File: src/sv/lcr_pkg.sv
// Shared constants and register codes for the line clipper.
package lcr_pkg;

  localparam int COORD_BITS_DEF = 10;

  localparam int LEFT_RST   = 100;
  localparam int RIGHT_RST  = 400;
  localparam int TOP_RST    = 100;
  localparam int BOTTOM_RST = 400;

  localparam int CFG_IDX_BITS = 2;

  typedef enum logic [CFG_IDX_BITS-1:0] {
    REG_LEFT   = 2'd0,
    REG_RIGHT  = 2'd1,
    REG_TOP    = 2'd2,
    REG_BOTTOM = 2'd3
  } cfg_reg_t;

endpackage

File: src/sv/lcr_div.sv
// Pipelined restoring divider, one quotient bit per stage.
module lcr_div #(
  parameter int N = lcr_pkg::COORD_BITS_DEF
) (
  input  logic           clk,
  input  logic           en,
  input  logic [2*N-1:0] num,
  input  logic [N-1:0]   den,
  output logic [N-1:0]   quo
);
  import lcr_pkg::*;

  logic [N-1:0] rem_q [N];
  logic [N-1:0] low_q [N];
  logic [N-1:0] den_q [N];
  logic [N-1:0] quo_q [N];

  for (genvar k = 0; k < N; k++) begin : g_step
    logic [N-1:0] rem_in, low_in, den_in, quo_in;
    logic [N:0]   cur, diff;
    logic         ge;

    if (k == 0) begin : g_first
      assign rem_in = num[2*N-1:N];
      assign low_in = num[N-1:0];
      assign den_in = den;
      assign quo_in = '0;
    end else begin : g_rest
      assign rem_in = rem_q[k-1];
      assign low_in = low_q[k-1];
      assign den_in = den_q[k-1];
      assign quo_in = quo_q[k-1];
    end

    assign cur  = {rem_in, low_in[N-1]};
    assign diff = cur - {1'b0, den_in};
    assign ge   = (cur >= {1'b0, den_in});

    always_ff @(posedge clk) begin
      if (en) begin
        rem_q[k] <= ge ? diff[N-1:0] : cur[N-1:0];
        low_q[k] <= {low_in[N-2:0], 1'b0};
        den_q[k] <= den_in;
        quo_q[k] <= {quo_in[N-2:0], ge};
      end
    end
  end

  assign quo = quo_q[N-1];

endmodule

File: config.mk
export PLATFORM = sky130hd
export DESIGN_NAME = lcr_div
export DESIGN_NICKNAME = d
export VERILOG_FILES = /design/src/sv/lcr_pkg.sv /design/src/sv/lcr_div.sv
export SDC_FILE = /design/constraint.sdc
export NUM_CORES = 1
export LEC_CHECK = 0
export BUFFER_PORTS_ARGS = -buffer_cell sky130_fd_sc_hd__buf_2
export CAP_MARGIN = 20
export CORE_UTILIZATION = 65
export DETAILED_ROUTE_END_ITERATION = 6
export GPL_TIMING_DRIVEN = 1
export HOLD_SLACK_MARGIN = 0.05
export PLACE_DENSITY = 0.85
export SLEW_MARGIN = 25
export SYNTH_ARGS = -nofsm -noshare
export SYNTH_HDL_FRONTEND = slang
export SYNTH_SLANG_ARGS = --single-unit
File: constraint.sdc
create_clock -name clk -period 6.3 [get_ports clk]
set_clock_uncertainty 0.1 [all_clocks]
set_input_delay 0.63 -clock clk [delete_from_list [all_inputs] [get_ports clk]]
set_output_delay 0.63 -clock clk [all_outputs]
set_load 0.05 [all_outputs]
**After elaboration in Yosys (flattened, before gate mapping)**

Memory sizes are Yosys's and may differ from the RTL's.
Index checks and enable logic that the tools add are counted.

- Register bits after elaboration: 0
- Memory bits (writable): 390
- Input port bits: 32
- Output and inout bits: 10
- Word-level logic and storage cells: 36
- Memories kept: 4

- Add/subtract/negate cells: 10
- Magnitude comparators: 10
- Muxes and demuxes: 12

Memory list:

| memory | depth | width | read ports | clocked after Yosys merged registers in | wr ports | RTL line | source |
|---|---|---|---|---|---|---|---|
| den_q | 10 | 10 | 9 | 0 | 10 | lcr_div.sv:15 | `logic [N-1:0] den_q [N];` |
| quo_q | 10 | 10 | 10 | 0 | 10 | lcr_div.sv:16 | `logic [N-1:0] quo_q [N];` |
| rem_q | 10 | 10 | 9 | 0 | 10 | lcr_div.sv:13 | `logic [N-1:0] rem_q [N];` |
| low_q | 10 | 9 | 9 | 0 | 10 | lcr_div.sv:14 | `logic [N-1:0] low_q [N];` |

Operators with widths:

| operator | number |
|---|---|
| 11-bit by 10-bit >= comparator with 1-bit output | 10 |
| 10-bit two-way mux | 10 |
| 10-bit subtractor | 10 |
| 1-bit two-way mux | 2 |

**Logic depth before layout (Yosys ltp)**

An unclocked memory read counts as a cell.

- Depth after elaboration: 3
- Mapped depth: 9
- Depth with buffers taken out: 9

**Least setup slack after synthesis**

OpenSTA, ideal clock, no wires.

- Kind: input-to-reg
- Start: input num[9]
- End: memory rem_q[0][8] in the netlist's numbering (data pin)
- Library setup time: 260 ps
- Arrival: 2234 ps
- Data required time: 5940 ps
- Setup slack: 3706 ps
- Stages on the path: 9
- Path buffers: 0
- Path through: inv_1 > ha_1 > inv_1 > fa_1 > a211oi_1 > o21bai_1 > a221oi_1 > xnor2_1 > mux2_4

RTL lines:

| element | RTL line | source |
|---|---|---|
| from (decl) | lcr_div.sv:7 | `input logic [2*N-1:0] num,` |
| to (decl) | lcr_div.sv:13 |  |

==> impl_results.md <==
* Final estimated routing congestion in global placement at 0.907
* Sink Count at 280
* Element type at the critical path end: flop
* Peak VDD IR at 0.253 mV
* Post-layout power at 7.26 mW
* Number of antenna violations at the first check in global routing at 0
* Cell types with the largest area share after synthesis: sky130_fd_sc_hd__edfxtp_1, sky130_fd_sc_hd__ha_1, sky130_fd_sc_hd__mux2_4
* Number of primary I/O pins at 42
* Via-per-instance ratio at 5.86
* Initial core utilization at 67.0%
* Static Leak at 6.45 nW
* Number of buffers added to fix hold violations after cts at 0
* TritonCTS clock tree: done
* Vias in the first global route at 8592
* Ratio of total power to cell area at 459 nW/um2
* Final setup violation count at 0
* Power share of the clock group at 24.6%
* CP delay by family, top: compound AO/OA/AOI/OAI gates
* Internal Power at 5.06 mW
* Worst max-slew margin expressed relative to the limit at 52.8%
* Stage delay of the slowest cell on the critical path at 0.41 ns
* Insertion delay of the later-clocked pin in the worst-skew pair at 0.55 ns
* Number of flip-flops and latches in the synthesized netlist at 280
* Fill count at 1277
* Worst reg2reg path startpoint: low_q[3][8]
* Library cell occupying the most area in the post-synthesis netlist: sky130_fd_sc_hd__edfxtp_1
* First-pass GRT wire length at 39.2 mm
* Cell type with the highest occurrence count on the critical path: sky130_fd_sc_hd__inv_1
* Final HPWL DP at 17.0 mm
* Post-route fraction of the period consumed by the critical path at 43.6%
* Max-capacitance violation count at 0
* Register Area at 8410 um2
* Unrepaired setup endpoints after global routing: no
* Count of unique library cells instantiated by Yosys at 38
* Slew @ Worst Pin at 0.708 ns
* Post-route antenna net violation count at 0
* Syn nets at 1131
* Crit path launch type: flop
* Sequence of cells on the critical path: inv_1 -> ha_1 -> inv_1 -> fa_1 -> a211oi_1 -> o21bai_1 -> a221oi_1 -> xnor2_1 -> mux2_4
* Worst R2R Path Depth at 9
* Worst hold path startpoint: num[5]
* DR DRC count at 0
* Most used DFF post-synth: sky130_fd_sc_hd__edfxtp_1
* Net switching share of the total power at 30.3%
* Most used standard cells in the synthesized netlist: sky130_fd_sc_hd__edfxtp_1, sky130_fd_sc_hd__inv_1, sky130_fd_sc_hd__ha_1, sky130_fd_sc_hd__mux2_4, sky130_fd_sc_hd__a21oi_1
* Max-slew violation count at 0
* Library cell used as clock root buffer: sky130_fd_sc_hd__clkbuf_16
* Share of async-settable or async-resettable flops after synthesis at 0%
* CP Data Arrival Time at 2.94 ns
* Largest net degree at the start of global routing at 219
* Core area at 21200 um2
* Required time at the worst-slack endpoint at 6.50 ns
* Yosys warning count at 0
* Vias at 7953
* Worst r2r dst: rem_q[4][8]
* Cell depth of the worst hold path at 1
* Diodes inserted at 0
* Die Y at 150 um
* Max Fanout on Critical Path at 3
* Number of DRC markers after the initial detailed-route iteration at 422
* Reg-to-reg slack, setup at 3.55 ns
* Mapped cell area at 14200 um2
* Buffers inserted by post-CTS timing repair at 0
* Share of power burned in registers at 38.1%
* CP max stage cell: sky130_fd_sc_hd__fa_1
* PortBufs at 41
* H-tree depth at 1
* CTS-repair resized insts at 0
* Number of cells on the critical path at 9
* Routed length per instance at 17.8 um
* Mean instance size in the synthesized netlist at 14.4 um2
* TNS Setup at 0 ns
* Maximum buffer depth of the clock tree at 3
* Time the final worst path needs with I/O delays and setup at 2.75 ns
* Area of the die at 22500 um2
* Final #Nets at 1204
* Final Hold Violating Endpoints at 0
* Synth top area share at 59.1%
* Post-synthesis sequential area ratio at 59.1%
* Buffer and inverter count on the worst path at 2
* Total Routed Length at 24.2 mm
* Status: completed
* Area of combinational cells with multiple inputs at 5300 um2
* Post-synthesis instance total at 990
* Total iterations of the first detailed-routing run at 5
* Clock edge transition at the registers on the reported setup and hold paths at 0.06 ns
* Combinational share of power at 37.3%
* Net switching power at 2.20 mW
* Layout cell share with drive strength beyond 1 at 18.1%
* Hold/Removal Path Class: in -> reg
* Clock buffers created by TritonCTS at 28
* Aggregate global routing overflow at 0
* Worst-case hold path end point: low_q[0][5]
* Fmax achieved at 364 MHz
* Global router's overall resource usage at 22.6%
* Crit path kind: reg -> reg
* Standard-cell rows at 53
* Number of enable flip-flop cells after synthesis at 280
* Die width at 150 um
* Most instantiated library cell after synthesis: sky130_fd_sc_hd__edfxtp_1
* Area growth from synthesis to final layout at 11.3%
[final cells by class]
type / count / area share [%]
Timing Repair Buffer: 43 / 1.66
Clock buffer: 31 / 4.50
Sequential cell: 280 / 53.1
Tap cell: 275 / 2.17
Inverter: 127 / 3.23
Multi-Input combinational cell: 583 / 33.5
Clock inverter: 19 / 1.83
[cells in the final DEF (no fill, tap or decap), types with 13 or more instances in the layout]
cell,instances
sky130_fd_sc_hd__inv_1,118
sky130_fd_sc_hd__nand2_1,43
sky130_fd_sc_hd__nor2_1,28
sky130_fd_sc_hd__xor2_1,18
sky130_fd_sc_hd__nor2b_1,13
sky130_fd_sc_hd__nor4_1,20
sky130_fd_sc_hd__a21o_1,21
sky130_fd_sc_hd__mux2_4,63
sky130_fd_sc_hd__a21oi_1,50
sky130_fd_sc_hd__buf_2,40
sky130_fd_sc_hd__edfxtp_1,280
sky130_fd_sc_hd__o21ai_0,18
sky130_fd_sc_hd__xnor2_1,45
sky130_fd_sc_hd__nand3_1,14
sky130_fd_sc_hd__ha_1,100
sky130_fd_sc_hd__clkbuf_16,28
[sequential cells by signal (all words and copies together) (netlist names)]
register and count:
den_q 90, rem_q 90, quo_q 55, low_q 45
[how the worst max path moves through the flow]
stage           startpoint     endpoint  slack (ns)
6_report       low_q[3][8]  rem_q[4][8]        3.55
5_1_grt        low_q[3][8]  rem_q[4][8]        3.40
4_1_cts        low_q[3][8]  rem_q[4][8]        3.61
3_5_place_dp        num[9]  rem_q[0][8]        3.44
3_3_place_gp        num[9]  rem_q[0][8]        3.44
2_1_floorplan       num[9]  rem_q[0][8]        3.71
[logic make-up (layout without fill, tap and decap cells)]
logic type	after synthesis	after routing	share of synthesized area, %
AOI/OAI and AO/OA	179	179	9.74
xor gates and xnor gates	63	63	3.88
adders and majority gates	109	109	10.1
buffers and inverters	127	220	3.60
DFF	280	280	59.1
muxes	81	81	8.00
and+or+nand+nor	151	151	5.57
[power by group through the flow]
stage	Combinational, mW	Sequential (mW)	Clock, mW
global placement	2.57	2.77	0
finish	2.71	2.76	1.78
detailed placement	2.68	2.80	0
CTS	2.71	2.76	1.81
floorplan	2.17	2.75	0
global route	2.95	2.80	1.88
[worst reg2reg max path: stages (launching register included)]
cell and delay [ns]:
sky130_fd_sc_hd__edfxtp_1 0.38, sky130_fd_sc_hd__inv_1 0.09, sky130_fd_sc_hd__ha_1 0.19, sky130_fd_sc_hd__inv_1 0.06, sky130_fd_sc_hd__fa_1 0.41, sky130_fd_sc_hd__a211oi_1 0.33
sky130_fd_sc_hd__o21bai_1 0.19, sky130_fd_sc_hd__a221oi_1 0.34, sky130_fd_sc_hd__xnor2_1 0.13, sky130_fd_sc_hd__mux2_4 0.26
[routing by layer]
layer	vias up	global-route usage [%]	routed length (um)
li1	3850	-	-
met1	3823	19.7	7980
met2	197	47.2	14200
met4	0	12.9	1210
met5	-	0	0
met3	83	3.35	790
[stage by stage]
step / hold slack (ns) / utilization (%) / cell area [um2] / instances / setup WS, ns
global placement: 0.303 / 69.7 / 14800 / 1307 / 3.44
detailed placement: 0.305 / 69.7 / 14800 / 1307 / 3.44
floorplan: 0.300 / - / 14200 / 990 / 3.71
global route: 0.133 / 74.6 / 15800 / 1358 / 3.40
CTS: 0.135 / 74.5 / 15800 / 1357 / 3.61
finish: 0.153 / 74.6 / 15800 / 1358 / 3.55
No activity file was read; power rests on OpenSTA's default activity.
