**src/sv/lcr_pkg.sv**
```systemverilog
// Shared constants and register codes for the line clipper.
package lcr_pkg;

  localparam int COORD_BITS_DEF = 10;

  localparam int LEFT_RST   = 100;
  localparam int RIGHT_RST  = 400;
  localparam int TOP_RST    = 100;
  localparam int BOTTOM_RST = 400;

  localparam int CFG_IDX_BITS = 2;

  typedef enum logic [CFG_IDX_BITS-1:0] {
    REG_LEFT   = 2'd0,
    REG_RIGHT  = 2'd1,
    REG_TOP    = 2'd2,
    REG_BOTTOM = 2'd3
  } cfg_reg_t;

endpackage

```
**src/sv/lcr_setup.sv**
```systemverilog
// First stage: per-axis entry/exit fractions and parallel-edge rejects.
module lcr_setup #(
  parameter int N = lcr_pkg::COORD_BITS_DEF
) (
  input  logic                clk,
  input  logic                rst,
  input  logic                en,
  input  logic                in_valid,
  input  logic [N-1:0]        win_left,
  input  logic [N-1:0]        win_right,
  input  logic [N-1:0]        win_top,
  input  logic [N-1:0]        win_bottom,
  input  logic [N-1:0]        x1,
  input  logic [N-1:0]        y1,
  input  logic [N-1:0]        x2,
  input  logic [N-1:0]        y2,
  output logic                s1_valid,
  output logic signed [N+1:0] xen_num,
  output logic signed [N+1:0] xex_num,
  output logic signed [N+1:0] x_den,
  output logic                x_has,
  output logic signed [N+1:0] yen_num,
  output logic signed [N+1:0] yex_num,
  output logic signed [N+1:0] y_den,
  output logic                y_has,
  output logic                rej,
  output logic signed [N+1:0] bx,
  output logic signed [N+1:0] by,
  output logic signed [N+1:0] ddx,
  output logic signed [N+1:0] ddy
);
  import lcr_pkg::*;

  logic signed [N+1:0] sx1, sy1, dx, dy;
  logic signed [N+1:0] lo_qx, hi_qx, lo_qy, hi_qy;
  logic signed [N+1:0] xen_next, xex_next, xden_next, yen_next, yex_next, yden_next;
  logic                rej_next;

  always_comb begin
    sx1   = signed'({2'b00, x1});
    sy1   = signed'({2'b00, y1});
    dx    = signed'({2'b00, x2}) - sx1;
    dy    = signed'({2'b00, y2}) - sy1;
    lo_qx = sx1 - signed'({2'b00, win_left});
    hi_qx = signed'({2'b00, win_right}) - sx1;
    lo_qy = sy1 - signed'({2'b00, win_top});
    hi_qy = signed'({2'b00, win_bottom}) - sy1;

    // moving toward +x enters at the low edge, toward -x at the high edge
    if (dx[N+1]) begin
      xen_next  = -hi_qx;
      xex_next  = lo_qx;
      xden_next = -dx;
    end else begin
      xen_next  = -lo_qx;
      xex_next  = hi_qx;
      xden_next = dx;
    end
    if (dy[N+1]) begin
      yen_next  = -hi_qy;
      yex_next  = lo_qy;
      yden_next = -dy;
    end else begin
      yen_next  = -lo_qy;
      yex_next  = hi_qy;
      yden_next = dy;
    end
    rej_next = ((dx == '0) && (lo_qx[N+1] || hi_qx[N+1])) ||
               ((dy == '0) && (lo_qy[N+1] || hi_qy[N+1]));
  end

  always_ff @(posedge clk) begin
    if (rst) begin
      s1_valid <= 1'b0;
    end else if (en) begin
      s1_valid <= in_valid;
    end
  end

  always_ff @(posedge clk) begin
    if (en) begin
      xen_num <= xen_next;
      xex_num <= xex_next;
      x_den   <= xden_next;
      x_has   <= (dx != '0);
      yen_num <= yen_next;
      yex_num <= yex_next;
      y_den   <= yden_next;
      y_has   <= (dy != '0);
      rej     <= rej_next;
      bx      <= sx1;
      by      <= sy1;
      ddx     <= dx;
      ddy     <= dy;
    end
  end

endmodule

```
**config.mk**
```make
export PLATFORM = sky130hd
export DESIGN_NAME = lcr_setup
export DESIGN_NICKNAME = d
export VERILOG_FILES = /design/src/sv/lcr_pkg.sv /design/src/sv/lcr_setup.sv
export SDC_FILE = /design/constraint.sdc
export NUM_CORES = 1
export LEC_CHECK = 0
export BUFFER_PORTS_ARGS = -buffer_cell sky130_fd_sc_hd__clkbuf_2
export CORE_AREA = 5 5 132 134
export CTS_CLUSTER_SIZE = 14
export DETAILED_ROUTE_END_ITERATION = 8
export DIE_AREA = 0 0 137 139
export PLACE_DENSITY = 0.72
export SLEW_MARGIN = 20
export SYNTH_ARGS = -nofsm -noshare
export SYNTH_HDL_FRONTEND = slang
export SYNTH_SLANG_ARGS = --single-unit
export TNS_END_PERCENT = 10
```
**constraint.sdc**
```tcl
create_clock -name clk -period 3.49 [get_ports clk]
set_input_delay 0.1745 -clock clk [delete_from_list [all_inputs] [get_ports clk]]
set_output_delay 0.1745 -clock clk [all_outputs]
set_load 0.1 [all_outputs]
```
# Yosys cells after proc, flatten, opt, wreduce, memory -nomap -nowiden
# Cells that the tools add are included.
# word_totals
register_bits,118
input_bits,84
out_inout_bits,124
elab_cells,43
# op_classes
add_sub_neg,12
n_mux,6
n_reduce_logical,9
# op_table
operator,count
$neg 11->12,6
$sub 10x10->11,6
$mux 12,4
$logic_not 12->1,2
$reduce_bool 12->1,2
$mux 11,2
$logic_or 1x1->1,3
$logic_and 1x1->1,2

# Depth between registers and ports, before layout
# logic_depth
depth_word,4
depth_mapped,13
ltp_nobuf,12

# Worst setup path before layout
# OpenSTA, ideal clock, no wires.
# synth_timing
path_kind,input port to flip-flop
startpoint,input win_right[0]
endpoint,"register xen_num[10], data pin"
setup_time_ns,0.260
t_arrival_ns,2.808
t_required_ns,3.230
setup_slack_ns,0.422
stages,12
n_path_buf,0
path_cell_list,inv_1 ha_1 inv_1 fa_1 a211oi_2 nor2_1 xor2_1 or2_1 or3b_4 or4b_1 xnor2_1 mux2_2
# synth_between
elab_chain_cells,3
# synth_lines
item,line,text
"start, declared",lcr_setup.sv:10,"input logic [N-1:0] win_right,"
$sub 10x10->11,lcr_setup.sv:45,"hi_qx = signed'({2'b00, win_right}) - sx1;"
$neg 11->12,lcr_setup.sv:51,xen_next = -hi_qx;
$mux 12,lcr_setup.sv:50,if (dx[N+1]) begin
named net xen_next[10],lcr_setup.sv:36,"logic signed [N+1:0] xen_next, xex_next, xden_next, yen_next, yex_next, yden_next;"
"end signal, assigned",lcr_setup.sv:82,xen_num <= xen_next;
"end, declared",lcr_setup.sv:18,"output logic signed [N+1:0] xen_num,"
# The timed path passes the listed nets, and every way through them passes these cells.
# A chain may end at the register's enable or synchronous reset.

# Worst setup path in the final report
# layout_timing
startpoint,input x1[0]
endpoint,"register xen_num[10], data pin"
# layout_between
elab_chain_cells,3
elab_cells_between_ends,6
cone_classes,add/sub: 5; mux: 1
# layout_lines
item,line,text
"start, declared",lcr_setup.sv:13,"input logic [N-1:0] x1,"
"$sub 10x10->11, on equally long branches","lcr_setup.sv:44, lcr_setup.sv:45",
"$neg 11->12, on equally long branches","lcr_setup.sv:55, lcr_setup.sv:51",
$mux 12 (*),lcr_setup.sv:50,
named net xen_next[10],lcr_setup.sv:36,
# The timed path passes the listed nets; every way through them passes the cells marked *.

==> out/metrics.yaml <==
detailed_routing:
  ant_nets: 0
  drt-pass1-iter-count: 5
  initialDrtViolationCount: 320
  viasPerCell: 5.201
  drt_wl_total_um: 19460
  routedWlPerCell_um: 16.11
  drc_errors: 0
  vias: 6283
logic_synthesis:
  synthTopCellsByCount: "edfxtp_1 (113), inv_1 (73), ha_1 (66)"
  yosys.area_share.adder: 0.1227
  synth-xor-area-share: 0.09091
  synth_edf_count: 113
  synth_top_family_by_area: "simple AND/OR/NAND/NOR gates"
  synthMuxAreaShare: 0.02419
  avgSynthCellArea_um2: 10.39
  ys_ff_latch: 114
  syn_area_mm2: 0.007707
  ys.flop_type: "edfxtp_1"
  synth_simple_gate_area_share: 0.1411
  ys_seq_area_frac: 0.4429
  synth.most_common_cell: "edfxtp_1"
  synth-compound-area-share: 0.1266
  async_flop_share: 0
  ys_top_cells_by_area: "edfxtp_1 (44%), ha_1 (11%), xnor2_1 (5.1%)"
  yosys_warnings: 0
  synth_top_area_cell: "edfxtp_1"
  synthDominantCellAreaShare: 0.4403
  synthesis.instances: 742
  ys_types: 70
global_routing:
  grt_pass1_vias: 6250
  overflow: 0
  antenna_found_initial: 0
  grt_max_degree: 59
  grt_pass1_wl_um: 30850
  grt_use_total: 0.2062
cts:
  clkLatencyLatePin_ps: 410
  clk_path_buf_depth: 2
  cts_setup_buffers: 0
  root_buffer: "clkbuf_16"
  clk_pin_slew_ps: 60
  cts.sinks: 114
  numCtsBuffers: 17
  cts_tree: "built"
  cts.htree.levels: 4
sta:
  period_minus_slack_ps: 3416
  maxSlewHeadroom: 0.3583
  slew_violations: 0
  period_share: 0.9789
  hold_violations: 0
  max_freq_mhz: 292.7
  final-setup-viol-count: 0
  rsz0062_at_grt: "yes"
  tightestPinTransition_ps: 950.5
  clock_skew_ps: 0
critical_path:
  critPathSlowestCell: "dlygate4sd3_1"
  crit_type: "input pin to flop"
  cp-start-kind: "input pin"
  critical_path.max_stage_delay_ps: 520
  required_ps: 3650
  crit_chain: "dlygate4sd3_1, buf_2, ha_2, inv_1, fa_2, a211oi_2, nor2_1, xor2_1, or2_1, or3b_4, or4b_4, xnor2_1, mux2_2"
  critical_path.endpoint_type: "flop"
  cpLargestDelayFamily: "simple AND/OR/NAND/NOR gates"
  critical_path_buf_inv_count: 3
  arrival_ps: 3580
  path_max_fanout: 4
power_and_ir_drop:
  total_power_w: 0.006491
  irDropWorstVdd_mv: 0.3471
  p_per_area_mw_per_mm2: 665.8
  p_leak_nw: 4.345
floorplanning:
  start_util: 0.4766
  std_cell_rows: 47
  ios: 208
  dieArea_mm2: 0.01904
  die_x_um: 137
  fp.dieH_um: 139
  fp.coreArea_mm2: 0.01617
layout:
  fill_cells: 1363
  area_delta_synth_final_pct: 26.49
  fin_area_mm2: 0.009749
  final_core_util: 0.6029
  layout-drive-gt1-share: 0.2783
  stdcell_count: 1208
  fin_nets: 1132
  ff_latch_area_mm2: 0.003413
  n_antenna_cell: 0
  multiInputGateArea_mm2: 0.003955
placed_design:
  place.gp.congestion: 0.8793
  dp_hpwl_um: 15130
  port_buffers: 203
  dpl_cell_area_mm2: 0.009014
  place_inst: 1161
outcome:
  outcome: "finished, final reports clean"
run:
  maxCapViolations: 0
hold_path:
  hp-class: "input pin to flop"
layout by cell type, fill, tap and decap left out, drive strengths merged, types with 3 or more instances in the layout:
cell type,synthesis,layout
clkbuf,9,220
edfxtp,113,113
inv,74,74
ha,66,66
nand2,51,51
nor2,50,50
a21oi,46,46
xnor2,45,45
xor2,35,35
o21ai,33,33
nor3,31,31
dlygate4sd3,0,16
nand3,14,14
mux2i,13,13
buf,11,13
nor2b,11,11
nand2b,11,11
nor4,9,9
or2,8,8
clkinv,1,8
a21o,7,7
o21a,7,7
nand4,7,7
conb,1,6
o311ai,6,6
o22ai,6,6
fa,6,6
a31oi,5,5
mux2,5,5
o31ai,5,5
or4,5,5
or3,5,5
and3,4,4
o211ai,4,4
o21bai,3,3
clkinvlp,0,3
a2111oi,3,3
or3b,3,3
power by group:
group	internal (W)	switching (W)
logic	0.000615	0.00237
clock network	0.00103	0.000611
registers	0.00180	0.0000609
total	0.00345	0.00305
metrics by stage:
stage / worst slack, ps / hold WS (ps) / TNS, ps
after floorplan: 421.8 / 246.9 / 0
after global placement: 185.0 / 335.1 / 0
after detailed placement: 149.1 / 338.5 / 0
after CTS: 48.36 / 3.917 / 0
after global routing: -20.58 / 1.973 / -20.58
final: 73.64 / 11.84 / 0
worst register-to-register path, stage by stage, from the launching register on:
cell and delay [ps]:
dfxtp_1 300, mux2i_1 120, nor2_1 60, dlygate4sd3_1 550
kinds of logic (layout without fill, tap and decap cells):
kind of cell | count (synthesis) | after routing
and+or+nand+nor | 216 | 216
DFF | 114 | 114
adders and majority gates | 72 | 72
muxes | 18 | 18
other | 1 | 6
buffers and inverters | 95 | 336
xor gates and xnor gates | 80 | 80
AOI/OAI and AO/OA | 146 | 146
registers in the layout, indices dropped and copies added, names as in the netlist, 11 cells and up:
signal and flops:
xex_num 11, x_den 12, y_den 12, yen_num 12, yex_num 11, xen_num 12
metal layers:
metal,vias to the layer above,part of all wire,GRT usage
met5,-,0,0
met4,0,0.0079,0.04937
met3,13,0.078,0.05987
met2,200,0.52,0.3749
met1,2913,0.39,0.2356
li1,3157,-,-
path summary, 6_finish.rpt:
| kind | start | endpoint | slack (ps) | depth (start not counted) |
|---|---|---|---|---|
| worst max-delay path | x1[0] | xen_num[10]$_DFFE_PP_ | 70 | 13 |
| worst min-delay path | y1[9] | by[9]$_DFFE_PP_ | 10 | 1 |
| worst max register to register | s1_valid$_SDFFE_PP0P_ | s1_valid$_SDFFE_PP0P_ | 2340 | 3 |
| worst min register to register | s1_valid$_SDFFE_PP0P_ | s1_valid$_SDFFE_PP0P_ | 1070 | 3 |
layout make-up:
class	count	area share
tap	220	0.02823
clock buffer	19	0.04440
clock inverter	12	0.01206
timing repair buffer	230	0.1306
inverter	75	0.02888
sequential	114	0.3501
multi-input combinational	538	0.4057
what timing repair did:
| action | 4_1_cts | 5_1_grt |
|---|---|---|
| resized for setup | 0 | 7 |
| endpoints found under the setup margin | 0 | 4 |
| hold buffers | 16 | 0 |
| endpoints found under the hold margin | 15 | 0 |
(Power assumes the default switching activity.)
